<file path="src/design/status_frame_receiver_top_assert.svh">
// Assertion helpers for the frame receiver modules; only sfr_outq uses them.
`ifndef STATUS_FRAME_RECEIVER_TOP_ASSERT_SVH
`define STATUS_FRAME_RECEIVER_TOP_ASSERT_SVH

// Same-cycle implication, disabled while reset is active.
`define SFR_ASSERT_NOW(lbl, clk, rstn, ante, cons) \
    lbl: assert property (@(posedge clk) disable iff (!rstn) (ante) |-> (cons)) \
        else $error("frame receiver assertion failed");

// Next-cycle implication, disabled while reset is active.
`define SFR_ASSERT_NEXT(lbl, clk, rstn, ante, cons) \
    lbl: assert property (@(posedge clk) disable iff (!rstn) (ante) |=> (cons)) \
        else $error("frame receiver assertion failed");

`endif

</file>
<file path="src/design/sfr_pkg.sv">
package sfr_pkg;

    localparam int BUFFER_BYTES   = 512;
    localparam int POS_W          = $clog2(BUFFER_BYTES + 1);
    localparam int HEAD_DEPTH     = 9;
    localparam int FRAME_OVERHEAD = 6;
    localparam int LEN_W          = 16;
    localparam int TOTAL_W        = LEN_W + 1;
    localparam int ADDR_W         = 3;

    localparam logic [7:0] START_MARKER_RESET = 8'd3;
    localparam logic [7:0] END_MARKER_RESET   = 8'd3;

    // paddr[2] selects the register
    localparam logic REG_START_MARKER = 1'b0;
    localparam logic REG_END_MARKER   = 1'b1;

    localparam logic [7:0] CMD_STATUS1 = 8'd9;
    localparam logic [7:0] CMD_STATUS2 = 8'd14;
    localparam logic [7:0] CMD_STATUS3 = 8'd15;
    localparam logic [7:0] CMD_STATUS4 = 8'd16;
    localparam logic [7:0] CMD_STATUS5 = 8'd27;
    localparam logic [7:0] CMD_PONG    = 8'd18;

    typedef enum logic [2:0] {
        KIND_STATUS1   = 3'd0,
        KIND_STATUS2   = 3'd1,
        KIND_STATUS3   = 3'd2,
        KIND_STATUS4   = 3'd3,
        KIND_STATUS5   = 3'd4,
        KIND_PONG      = 3'd5,
        KIND_UNHANDLED = 3'd6,
        KIND_BAD_END   = 3'd7
    } kind_t;

    typedef struct packed {
        kind_t              kind;
        logic [LEN_W-1:0]   payload_len;
        logic signed [31:0] word_first;
        logic signed [31:0] word_second;
        logic signed [15:0] half_zero;
        logic signed [15:0] half_one;
        logic signed [15:0] half_two;
        logic signed [15:0] half_three;
        logic [31:0]        tach_magnitude;
    } result_t;

endpackage

</file>
<file path="src/design/sfr_frame.sv">
module sfr_frame (
    input  logic              aclk,
    input  logic              aresetn,
    input  logic              byte_accept,
    input  logic [7:0]        rx_byte,
    input  logic [7:0]        start_marker,
    input  logic [7:0]        end_marker,
    output logic              frame_done,
    output sfr_pkg::result_t  frame_result
);

    logic [sfr_pkg::POS_W-1:0]   pos_reg, pos_next, pos_inc;
    logic [sfr_pkg::LEN_W-1:0]   len_reg, len_next;
    logic [7:0]                  head_reg [sfr_pkg::HEAD_DEPTH];
    logic [sfr_pkg::TOTAL_W-1:0] total;
    logic                        hunting;
    logic                        past_header;
    logic                        overrun;
    sfr_pkg::kind_t              cmd_kind;
    sfr_pkg::kind_t              kind;
    logic [31:0]                 w1, w2;

    assign pos_inc     = pos_reg + 1'b1;
    assign hunting     = (pos_reg == '0) && (rx_byte != start_marker);
    assign total       = {1'b0, len_reg} + sfr_pkg::TOTAL_W'(sfr_pkg::FRAME_OVERHEAD);
    assign past_header = pos_inc >= sfr_pkg::POS_W'(3);
    assign frame_done  = byte_accept && !hunting && past_header
                         && (sfr_pkg::TOTAL_W'(pos_inc) >= total);
    assign overrun     = past_header && (pos_inc >= sfr_pkg::POS_W'(sfr_pkg::BUFFER_BYTES));

    always_comb begin
        pos_next = pos_reg;
        len_next = len_reg;
        if (byte_accept && !hunting) begin
            if (pos_reg == sfr_pkg::POS_W'(1)) begin
                len_next = {rx_byte, 8'h00};
            end else if (pos_reg == sfr_pkg::POS_W'(2)) begin
                len_next = {len_reg[15:8], rx_byte};
            end
            if (frame_done || overrun) begin
                pos_next = '0;
            end else begin
                pos_next = pos_inc;
            end
        end
    end

    always_ff @(posedge aclk) begin
        if (!aresetn) begin
            pos_reg <= '0;
            len_reg <= '0;
        end else begin
            pos_reg <= pos_next;
            len_reg <= len_next;
        end
    end

    // command byte and the first 8 data bytes
    always_ff @(posedge aclk) begin
        for (int i = 0; i < sfr_pkg::HEAD_DEPTH; i++) begin
            if (byte_accept && (pos_reg == sfr_pkg::POS_W'(i + 3))) begin
                head_reg[i] <= rx_byte;
            end
        end
    end

    // the length is settled well before the last byte, so the stored copy is current
    always_comb begin
        cmd_kind = sfr_pkg::KIND_UNHANDLED;
        priority if (len_reg == '0) begin
            cmd_kind = sfr_pkg::KIND_UNHANDLED;
        end else if (head_reg[0] == sfr_pkg::CMD_PONG) begin
            cmd_kind = sfr_pkg::KIND_PONG;
        end else if (len_reg < sfr_pkg::LEN_W'(sfr_pkg::HEAD_DEPTH)) begin
            cmd_kind = sfr_pkg::KIND_UNHANDLED;
        end else if (head_reg[0] == sfr_pkg::CMD_STATUS1) begin
            cmd_kind = sfr_pkg::KIND_STATUS1;
        end else if (head_reg[0] == sfr_pkg::CMD_STATUS2) begin
            cmd_kind = sfr_pkg::KIND_STATUS2;
        end else if (head_reg[0] == sfr_pkg::CMD_STATUS3) begin
            cmd_kind = sfr_pkg::KIND_STATUS3;
        end else if (head_reg[0] == sfr_pkg::CMD_STATUS4) begin
            cmd_kind = sfr_pkg::KIND_STATUS4;
        end else if (head_reg[0] == sfr_pkg::CMD_STATUS5) begin
            cmd_kind = sfr_pkg::KIND_STATUS5;
        end else begin
            cmd_kind = sfr_pkg::KIND_UNHANDLED;
        end
    end

    assign kind = (rx_byte == end_marker) ? cmd_kind : sfr_pkg::KIND_BAD_END;
    assign w1   = {head_reg[1], head_reg[2], head_reg[3], head_reg[4]};
    assign w2   = {head_reg[5], head_reg[6], head_reg[7], head_reg[8]};

    always_comb begin
        frame_result             = '0;
        frame_result.kind        = kind;
        frame_result.payload_len = len_reg;
        if ((kind == sfr_pkg::KIND_STATUS1) || (kind == sfr_pkg::KIND_STATUS2)
            || (kind == sfr_pkg::KIND_STATUS3) || (kind == sfr_pkg::KIND_STATUS4)
            || (kind == sfr_pkg::KIND_STATUS5)) begin
            frame_result.word_first     = w1;
            frame_result.word_second    = w2;
            frame_result.half_zero      = w1[31:16];
            frame_result.half_one       = w1[15:0];
            frame_result.half_two       = w2[31:16];
            frame_result.half_three     = w2[15:0];
            frame_result.tach_magnitude = w2[31] ? (32'd0 - w2) : w2;
        end
    end

endmodule

</file>
<file path="src/design/sfr_outq.sv">
`include "status_frame_receiver_top_assert.svh"

module sfr_outq (
    input  logic              aclk,
    input  logic              aresetn,
    input  logic              push,
    input  sfr_pkg::result_t  push_data,
    output logic              in_ready,
    output logic              out_valid,
    input  logic              out_ready,
    output sfr_pkg::result_t  out_data
);

    logic             out_valid_reg, out_valid_next;
    logic             skid_valid_reg, skid_valid_next;
    sfr_pkg::result_t out_reg, out_next;
    sfr_pkg::result_t skid_reg, skid_next;
    logic             pop;
    logic             last_pop;
    logic             push_blank;
    logic             fields_zero;

    assign pop       = out_valid_reg && out_ready;
    assign in_ready  = !skid_valid_reg;
    assign out_valid = out_valid_reg;
    assign out_data  = out_reg;

    always_comb begin
        out_valid_next  = out_valid_reg;
        skid_valid_next = skid_valid_reg;
        out_next        = out_reg;
        skid_next       = skid_reg;
        if (pop) begin
            out_valid_next  = skid_valid_reg;
            out_next        = skid_reg;
            skid_valid_next = 1'b0;
        end
        if (push) begin
            if (!out_valid_next) begin
                out_valid_next = 1'b1;
                out_next       = push_data;
            end else begin
                skid_valid_next = 1'b1;
                skid_next       = push_data;
            end
        end
    end

    always_ff @(posedge aclk) begin
        if (!aresetn) begin
            out_valid_reg  <= 1'b0;
            skid_valid_reg <= 1'b0;
        end else begin
            out_valid_reg  <= out_valid_next;
            skid_valid_reg <= skid_valid_next;
        end
        out_reg  <= out_next;
        skid_reg <= skid_next;
    end

    assign last_pop    = pop && !push && !skid_valid_reg;
    assign push_blank  = push && ((push_data.kind == sfr_pkg::KIND_PONG)
                                  || (push_data.kind == sfr_pkg::KIND_UNHANDLED)
                                  || (push_data.kind == sfr_pkg::KIND_BAD_END));
    assign fields_zero = (push_data.word_first == '0) && (push_data.word_second == '0)
                         && (push_data.tach_magnitude == '0);

    `SFR_ASSERT_NOW(a_skid_behind_out, aclk, aresetn, skid_valid_reg, out_valid_reg)
    `SFR_ASSERT_NOW(a_no_push_when_full, aclk, aresetn, push, !skid_valid_reg)
    `SFR_ASSERT_NEXT(a_drain_empties, aclk, aresetn, last_pop, !out_valid_reg)
    `SFR_ASSERT_NOW(a_blank_fields, aclk, aresetn, push_blank, fields_zero)

endmodule

</file>
<file path="src/design/status_frame_receiver_top.sv">
// Byte-stream frame receiver: hunts for the start marker, reads a 16-bit big-endian
// length, the payload, two CRC bytes (not checked) and the end marker, and returns one
// decoded result per complete frame. One byte is accepted every clock cycle while s_ready
// is high; the framing state (byte position, length, first nine payload bytes) is
// updated in the same cycle, and a result is registered into the output queue when the
// last byte of its frame is accepted. A two-entry output queue lets bytes keep flowing
// while a result waits; s_ready drops only when both entries hold results. Frames longer
// than the buffer size are dropped without a result. Markers are set over the APB port.
module status_frame_receiver_top (
    input  logic                       aclk,
    input  logic                       aresetn,
    input  logic                       psel,
    input  logic                       penable,
    input  logic                       pwrite,
    input  logic [sfr_pkg::ADDR_W-1:0] paddr,
    input  logic [31:0]                pwdata,
    output logic [31:0]                prdata,
    output logic                       pready,
    input  logic                       s_valid,
    output logic                       s_ready,
    input  logic [7:0]                 s_rx_byte,
    output logic                       m_valid,
    input  logic                       m_ready,
    output logic [2:0]                 m_kind,
    output logic [15:0]                m_payload_len,
    output logic signed [31:0]         m_word_first,
    output logic signed [31:0]         m_word_second,
    output logic signed [15:0]         m_half_zero,
    output logic signed [15:0]         m_half_one,
    output logic signed [15:0]         m_half_two,
    output logic signed [15:0]         m_half_three,
    output logic [31:0]                m_tach_magnitude
);

    logic [7:0]       start_marker_reg;
    logic [7:0]       end_marker_reg;
    logic             cfg_write;
    logic             byte_accept;
    logic             frame_done;
    sfr_pkg::result_t frame_result;
    sfr_pkg::result_t out_data;

    assign pready    = 1'b1;
    assign cfg_write = psel && penable && pwrite;

    always_ff @(posedge aclk) begin
        if (!aresetn) begin
            start_marker_reg <= sfr_pkg::START_MARKER_RESET;
            end_marker_reg   <= sfr_pkg::END_MARKER_RESET;
        end else if (cfg_write) begin
            if (paddr[2] == sfr_pkg::REG_START_MARKER) begin
                start_marker_reg <= pwdata[7:0];
            end else begin
                end_marker_reg <= pwdata[7:0];
            end
        end
    end

    assign prdata = {24'd0, (paddr[2] == sfr_pkg::REG_END_MARKER) ? end_marker_reg
                                                                  : start_marker_reg};

    assign byte_accept = s_valid && s_ready;

    sfr_frame u_frame (
        .aclk         (aclk),
        .aresetn      (aresetn),
        .byte_accept  (byte_accept),
        .rx_byte      (s_rx_byte),
        .start_marker (start_marker_reg),
        .end_marker   (end_marker_reg),
        .frame_done   (frame_done),
        .frame_result (frame_result)
    );

    sfr_outq u_outq (
        .aclk      (aclk),
        .aresetn   (aresetn),
        .push      (frame_done),
        .push_data (frame_result),
        .in_ready  (s_ready),
        .out_valid (m_valid),
        .out_ready (m_ready),
        .out_data  (out_data)
    );

    assign m_kind           = out_data.kind;
    assign m_payload_len    = out_data.payload_len;
    assign m_word_first     = out_data.word_first;
    assign m_word_second    = out_data.word_second;
    assign m_half_zero      = out_data.half_zero;
    assign m_half_one       = out_data.half_one;
    assign m_half_two       = out_data.half_two;
    assign m_half_three     = out_data.half_three;
    assign m_tach_magnitude = out_data.tach_magnitude;

endmodule

</file>
<file path="config.mk">
export PLATFORM = sky130hd
export DESIGN_NAME = status_frame_receiver_top
export DESIGN_NICKNAME = d
export VERILOG_FILES = /design/src/design/sfr_pkg.sv /design/src/design/sfr_frame.sv /design/src/design/sfr_outq.sv /design/src/design/status_frame_receiver_top.sv
export VERILOG_INCLUDE_DIRS = /design/src /design/src/design
export SDC_FILE = /design/constraint.sdc
export NUM_CORES = 1
export LEC_CHECK = 0
export ABC_AREA = 1
export CAP_MARGIN = 5
export CORE_ASPECT_RATIO = 1.1
export CORE_MARGIN = 3
export CORE_UTILIZATION = 47
export CTS_BUF_LIST = sky130_fd_sc_hd__clkbuf_8
export CTS_CLUSTER_DIAMETER = 30
export DETAILED_ROUTE_END_ITERATION = 12
export DONT_BUFFER_PORTS = 1
export PLACE_DENSITY = 0.59
export SLEW_MARGIN = 20
export SYNTH_ARGS = -nofsm -noshare
export SYNTH_HDL_FRONTEND = slang
export SYNTH_SLANG_ARGS = --single-unit
</file>
<file path="constraint.sdc">
create_clock -name aclk -period 7.1 [get_ports aclk]
set_clock_uncertainty 0.1 [all_clocks]
set_input_delay 0.71 -clock aclk [delete_from_list [all_inputs] [get_ports aclk]]
set_output_delay 0.71 -clock aclk [all_outputs]
set_load 0.1 [all_outputs]
</file>
==> flow_summary.ini, run 1 <==
[run_status]
outcome = complete, no violations

[place]
gp_congestion = 0.895
hpwlAfterDp_um = 29900
io_buffers = 0
dp.cells = 2653

[setup_path]
crit_top_cell = nand2_1
crit_slowest_cell = dfxtp_1
critical-path-max-stage-delay_ps = 660
required_ps = 7520
crit_chain = ha_1 > nand3_1 > inv_1 > nand2_1 > nand2_1 > inv_1 > ha_1 > nand2_1 > a21oi_1 > nor2_1 > nand2_1 > nand2_1 > nand2_1 > a21oi_1 > nor2_2 > nand2_2 > nor2_4 > buf_4 > buf_4 > nand2_1 > nand2_1 > inv_1
path_class = reg -> reg
crit_path_end_kind = flop
r2r_setup_slack_ps = 2860
cp.arrival_ps = 4660
crit_fanout = 63
critPathLaunchType = flop

[final_layout]
final_cells = 2827
fin_util = 0.544
diodes = 0
final_common_cell = nand2_1
layout_common_cells = nand2_1, inv_1, dfxtp_1
fillers = 3589
nets = 2320
syn_to_final_growth_pct = 12.6
drive_above_1_share = 0.0853
largest_reg_flops = 179

[floorplanning]
initial_core_util = 0.483
die_w_um = 193
ioPinCount = 264
die-area_sq_um = 41000
fp-row-count = 74
coreArea_sq_um = 37600
die_h_um = 212

[cts]
numCtsBuffers = 92
post-cts-setup-buffer-count = 0
cts_buffer_depth = 3
clkTransAtPathRegs_ps = 50
ctsResizeCount = 0
root_buffer = clkbuf_8
cts_tree = yes
clk-insertion-delay-late_ps = 640
htree_levels = 3
cts.sinks = 409
postCtsHoldBufs = 0

[timing]
fmax_ghz = 0.236
tightest_slew_ps = 1120
period_needed_ps = 4240
hold_violations = 0
slew_violations = 0
timing.setup.tns_ps = 0
min_period_over_period = 0.598
slew_headroom = 0.253
setup_violations = 0
rsz0062_at_grt = no

[synth]
yosysWarnings = 0
synth_top_cell_area_share = 0.308
syn-cell-area_sq_um = 18200
ys_seq_area_frac = 0.554
synth_cells = 2231
synth_top_cell_by_area = edfxtp_1
synth.distinct_cells = 39
synth_seq_cells = 409
syn_area_per_cell_sq_um = 8.14
synth_top_cells_by_area = edfxtp_1, dfxtp_1, nand2_1

[global_routing]
grt_pass1_wl_um = 72700
antenna_found_initial = 1
grt.overflow.total = 0
grt_max_degree = 73
grt_pass1_vias = 13482
grt_use_total = 0.222

[job]
maxCapViolCount = 0

[detailed_routing]
drc = 0
finalWirelength_um = 46400
viasPerCell = 4.91
ant_nets = 0
first_pass_iters = 5
num_vias = 13884
wl_per_cell_um = 16.4
drt_iter0_drc = 687

[worst_hold_path]
hp-class = in -> reg
-- stage by stage --
step / hold slack (ps) / instance area [sq um] / setup WS [ps]
floorplan: 303 / 18200 / 2380
global placement: 365 / 18400 / 2940
detailed placement: 362 / 18400 / 2910
CTS: 13.9 / 20400 / 2860
global route: 21.8 / 20400 / 2410
finish: 66.4 / 20400 / 2860
-- per-layer routing --
| layer | GRT usage | vias up | wire, um |
|---|---|---|---|
| met5 | 0 | - | 0 |
| met4 | 0.0831 | 0 | 1040 |
| met3 | 0.0726 | 67 | 3830 |
| met2 | 0.359 | 351 | 21300 |
| met1 | 0.279 | 6472 | 20200 |
| li1 | - | 6994 | - |
-- worst paths after layout --
check | startpoint | end | cells past startpoint
worst max-delay path | u_frame.pos_reg[0] | u_outq.out_data[42] | 22
worst min-delay path | s_rx_byte[4] | u_frame.head_reg[0][4] | 0
worst max register to register | u_frame.pos_reg[0] | u_outq.out_data[42] | 22
worst min register to register | u_outq.skid_valid_reg | u_outq.skid_valid_reg | 2
-- synth_stat cells --
| cell | count |
|---|---|
| nor2_1 | 168 |
| a31oi_1 | 1 |
| xor2_1 | 29 |
| buf_6 | 9 |
| edfxtp_1 | 186 |
| nand2_1 | 918 |
| buf_1 | 4 |
| clkbuf_1 | 44 |
| nor3b_1 | 2 |
| buf_8 | 1 |
| buf_4 | 28 |
| o31ai_1 | 1 |
| nand4_1 | 15 |
| conb_1 | 2 |
| nand2_2 | 11 |
| dfxtp_1 | 223 |
| a211oi_1 | 5 |
| o211a_1 | 1 |
| a21oi_1 | 37 |
| o21ai_0 | 45 |
| a21boi_1 | 1 |
| nor3_1 | 18 |
| clkinv_1 | 4 |
| inv_2 | 5 |
| inv_1 | 256 |
| o21ai_1 | 40 |
| mux2i_1 | 39 |
| xnor2_1 | 16 |
| nor4_1 | 5 |
| nand3b_1 | 4 |
| nor3_2 | 2 |
| nor2_4 | 2 |
| a21o_1 | 1 |
| buf_2 | 21 |
| nand3_1 | 64 |
| o21a_1 | 1 |
| ha_1 | 17 |
| and3_1 | 1 |
| nor2_2 | 4 |
-- cell families after synthesis --
family / after synthesis / share of synthesized area
AND/OR/NAND/NOR: 1214 / 0.264
other: 2 / 0.000414
flip-flops: 409 / 0.554
adder cells (fa/ha/maj): 17 / 0.0117
buffers and inverters: 372 / 0.0885
multiplexers: 39 / 0.0215
XOR/XNOR: 45 / 0.0217
AO/OA/AOI/OAI: 133 / 0.0383
-- final cells by class --
type	count	area, sq um	share of cell area
timing repair buffer	12	103	0.00502
clock buffer	107	1470	0.0721
multi-input combinational	1473	6620	0.324
inverter	265	997	0.0488
sequential	409	10000	0.492
clock inverter	67	583	0.0285
tap	494	618	0.0302
-- critical path: cells and delay by family, from the launching register on --
family,cells,cell delay (ps)
compound gates,2,180
fa+ha+maj,2,600
simple gates,13,1490
buf+inv,5,1060
flops,1,660
Power of run 1 is not shown: default switching activity piles up to over one toggle a cycle in this logic, so the estimate is an artifact.
==> run 2, diff against run 1 <==
ABC_AREA = 0   (was 1)
clock period = 4.3 ns   (was 7.1 ns; I/O delays follow)
==> flow_summary.ini, run 2 <==
[final_layout]
syn_to_final_growth_pct = 15.2
final_common_cell = nand2_1
layout_common_cells = nand2_1, dfxtp_1, edfxtp_1
nets = 1712
drive_above_1_share = 0.135
fin_util = 0.553
stdcell_area_sq_um = 19600
fillers = 3140
largest_reg_flops = 179

[cts]
cts.sinks = 409
root_buffer = clkbuf_8
cts_buffer_depth = 3
cts_tree = yes
clk-insertion-delay-late_ps = 630
clkTransAtPathRegs_ps = 60
htree_levels = 3
ctsResizeCount = 0
numCtsBuffers = 86

[synth]
synthFlopType = dfxtp_1
synth_seq_cells = 409
synthArstFlopShare = 0
synth_top_cell_by_area = edfxtp_1
synth_top_cell_area_share = 0.329
ys_seq_area_frac = 0.591
syn-cell-area_sq_um = 17000
synth_common_cells = nand2_1, dfxtp_1, edfxtp_1
synth_cells = 1626
synth_top_cells_by_area = edfxtp_1, dfxtp_1, nand2_1
syn_area_per_cell_sq_um = 10.5
synth_edf_count = 186
yosysWarnings = 0
synth_most_common_cell = nand2_1
synth.distinct_cells = 60

[detailed_routing]
drc = 0
first_pass_iters = 6
finalWirelength_um = 45200
ant_nets = 0
drt_iter0_drc = 949
wl_per_cell_um = 20.6
num_vias = 12252
viasPerCell = 5.57

[timing]
holdWs_ps = 53.5
period_needed_ps = 3800
timing.setup.tns_ps = 0
rsz0062_at_grt = no
tightest_slew_ps = 1100
fmax_ghz = 0.263
setup_violations = 0
slew_headroom = 0.264
slew_violations = 0
hold_violations = 0
min_period_over_period = 0.883

[setup_path]
crit_slowest_cell = dfxtp_1
cp-startpoint = u_frame.pos_reg[3]
critical-path-max-stage-delay_ps = 510
crit_path_end_kind = flop
r2r_setup_slack_ps = 500
ff2ff_path_depth = 12
required_ps = 4530
crit_chain = nand4_1 > nor2_1 > xor2_1 > ha_1 > and4_1 > nor2b_1 > a2111oi_0 > o21ai_0 > nand4_1 > buf_12 > nor2_4 > buf_12
r2r_start = u_frame.pos_reg[3]
critPathLaunchType = flop
cp.arrival_ps = 4020
crit_fanout = 83
reg2reg_to = u_outq.skid_reg[93]
path_class = reg -> reg

[place]
place_area_sq_um = 17400
hpwlAfterDp_um = 27400
gp_congestion = 0.819
io_buffers = 0

[global_routing]
grt_use_total = 0.228
grt_max_degree = 84
grt.overflow.total = 0
antenna_found_initial = 0
grtUsageMet1 = 0.287
busiest_layer = met2
grtUsageMet2 = 0.372
gr-usage-met3 = 0.0632
grt_pass1_wl_um = 68900
grt_pass1_vias = 11856

[power]
leakage_nw = 7.43
ir_worst_vdd_v = 0.000307
power_density_nw_per_um2 = 456

[floorplanning]
initial_core_util = 0.480
die_h_um = 205
die_w_um = 187
ioPinCount = 264
coreArea_sq_um = 35400
fp-row-count = 72
die-area_sq_um = 38500

[worst_hold_path]
whs_endpoint = start_marker_reg[0]
hold_start = paddr[2]
hp-class = in -> reg
hold_depth = 3

[job]
maxCapViolCount = 0

[run_status]
outcome = complete, no violations
## run 2: worst max-delay path by stage
stage,end,slack (ps),cells past startpoint
after floorplan,u_outq.skid_reg[0],8,12
after global placement,u_outq.skid_reg[73],580,13
after detailed placement,u_outq.skid_reg[53],540,12
after CTS,u_outq.skid_reg[48],500,12
after global routing,u_outq.skid_reg[93],250,12
final,u_outq.skid_reg[93],500,12
## run 2: cell families (layout without fill, tap and decap cells)
family                     Yosys count  after routing  share of synthesized area
other                                2             27                   0.000442
xor gates and xnor gates            62             62                     0.0319
and+or+nand+nor                    705            705                      0.197
muxes                               54             54                     0.0350
buffers and inverters              147            215                     0.0414
AOI/OAI and AO/OA                  230            230                     0.0902
adders and majority gates           17             17                     0.0125
DFF                                409            409                      0.591
## run 2: repair_timing
item                                   CTS  global route
endpoints found under the hold margin  107             0
buffers inserted                         0             0
hold buffers                            18             0
## run 2: routing by layer
metal,part of all wire,vias up,wire [um]
met5,0,-,0
met4,0.028,0,1250
met3,0.075,65,3380
met2,0.48,397,21500
met1,0.42,5989,19100
li1,-,5801,-
## run 2: power breakdown
| group | switching [mW] | internal [mW] | total [mW] |
|---|---|---|---|
| Sequential | 0.00339 | 4.05 | 4.05 |
| Combinational | 0.159 | 0.0289 | 0.187 |
| Clock | 1.78 | 2.91 | 4.69 |
| Total | 1.94 | 6.99 | 8.93 |
## run 2: cell type report
type / instances / area (sq um) / share of cell area
clock buffers: 99 / 1360 / 0.0696
inverters: 14 / 52.6 / 0.00268
clock inverters: 61 / 641 / 0.0327
diodes: 2 / 5.00 / 0.000256
well taps: 481 / 602 / 0.0307
repair buffers: 41 / 473 / 0.0241
multi-input cells: 1093 / 6400 / 0.327
flip-flops and latches: 409 / 10100 / 0.513
## run 2: metrics by stage
step / setup slack, ps / power [mW] / cells
2_1_floorplan: 7.83 / 4.29 / 1649
3_3_place_gp: 582 / 4.27 / 2020
3_5_place_dp: 544 / 4.28 / 2020
4_1_cts: 501 / 9.02 / 2198
5_1_grt: 245 / 9.22 / 2198
6_report: 502 / 8.93 / 2200
## run 2: critical path: cells and delay by family (launching register included)
| kind | cells | cell delay, ps |
|---|---|---|
| and+or+nand+nor | 6 | 1180 |
| buffers and inverters | 2 | 630 |
| DFF | 1 | 510 |
| AOI/OAI and AO/OA | 2 | 510 |
| adders and majority gates | 1 | 270 |
| xor gates and xnor gates | 1 | 230 |
Power figures use the tool's default switching activity.
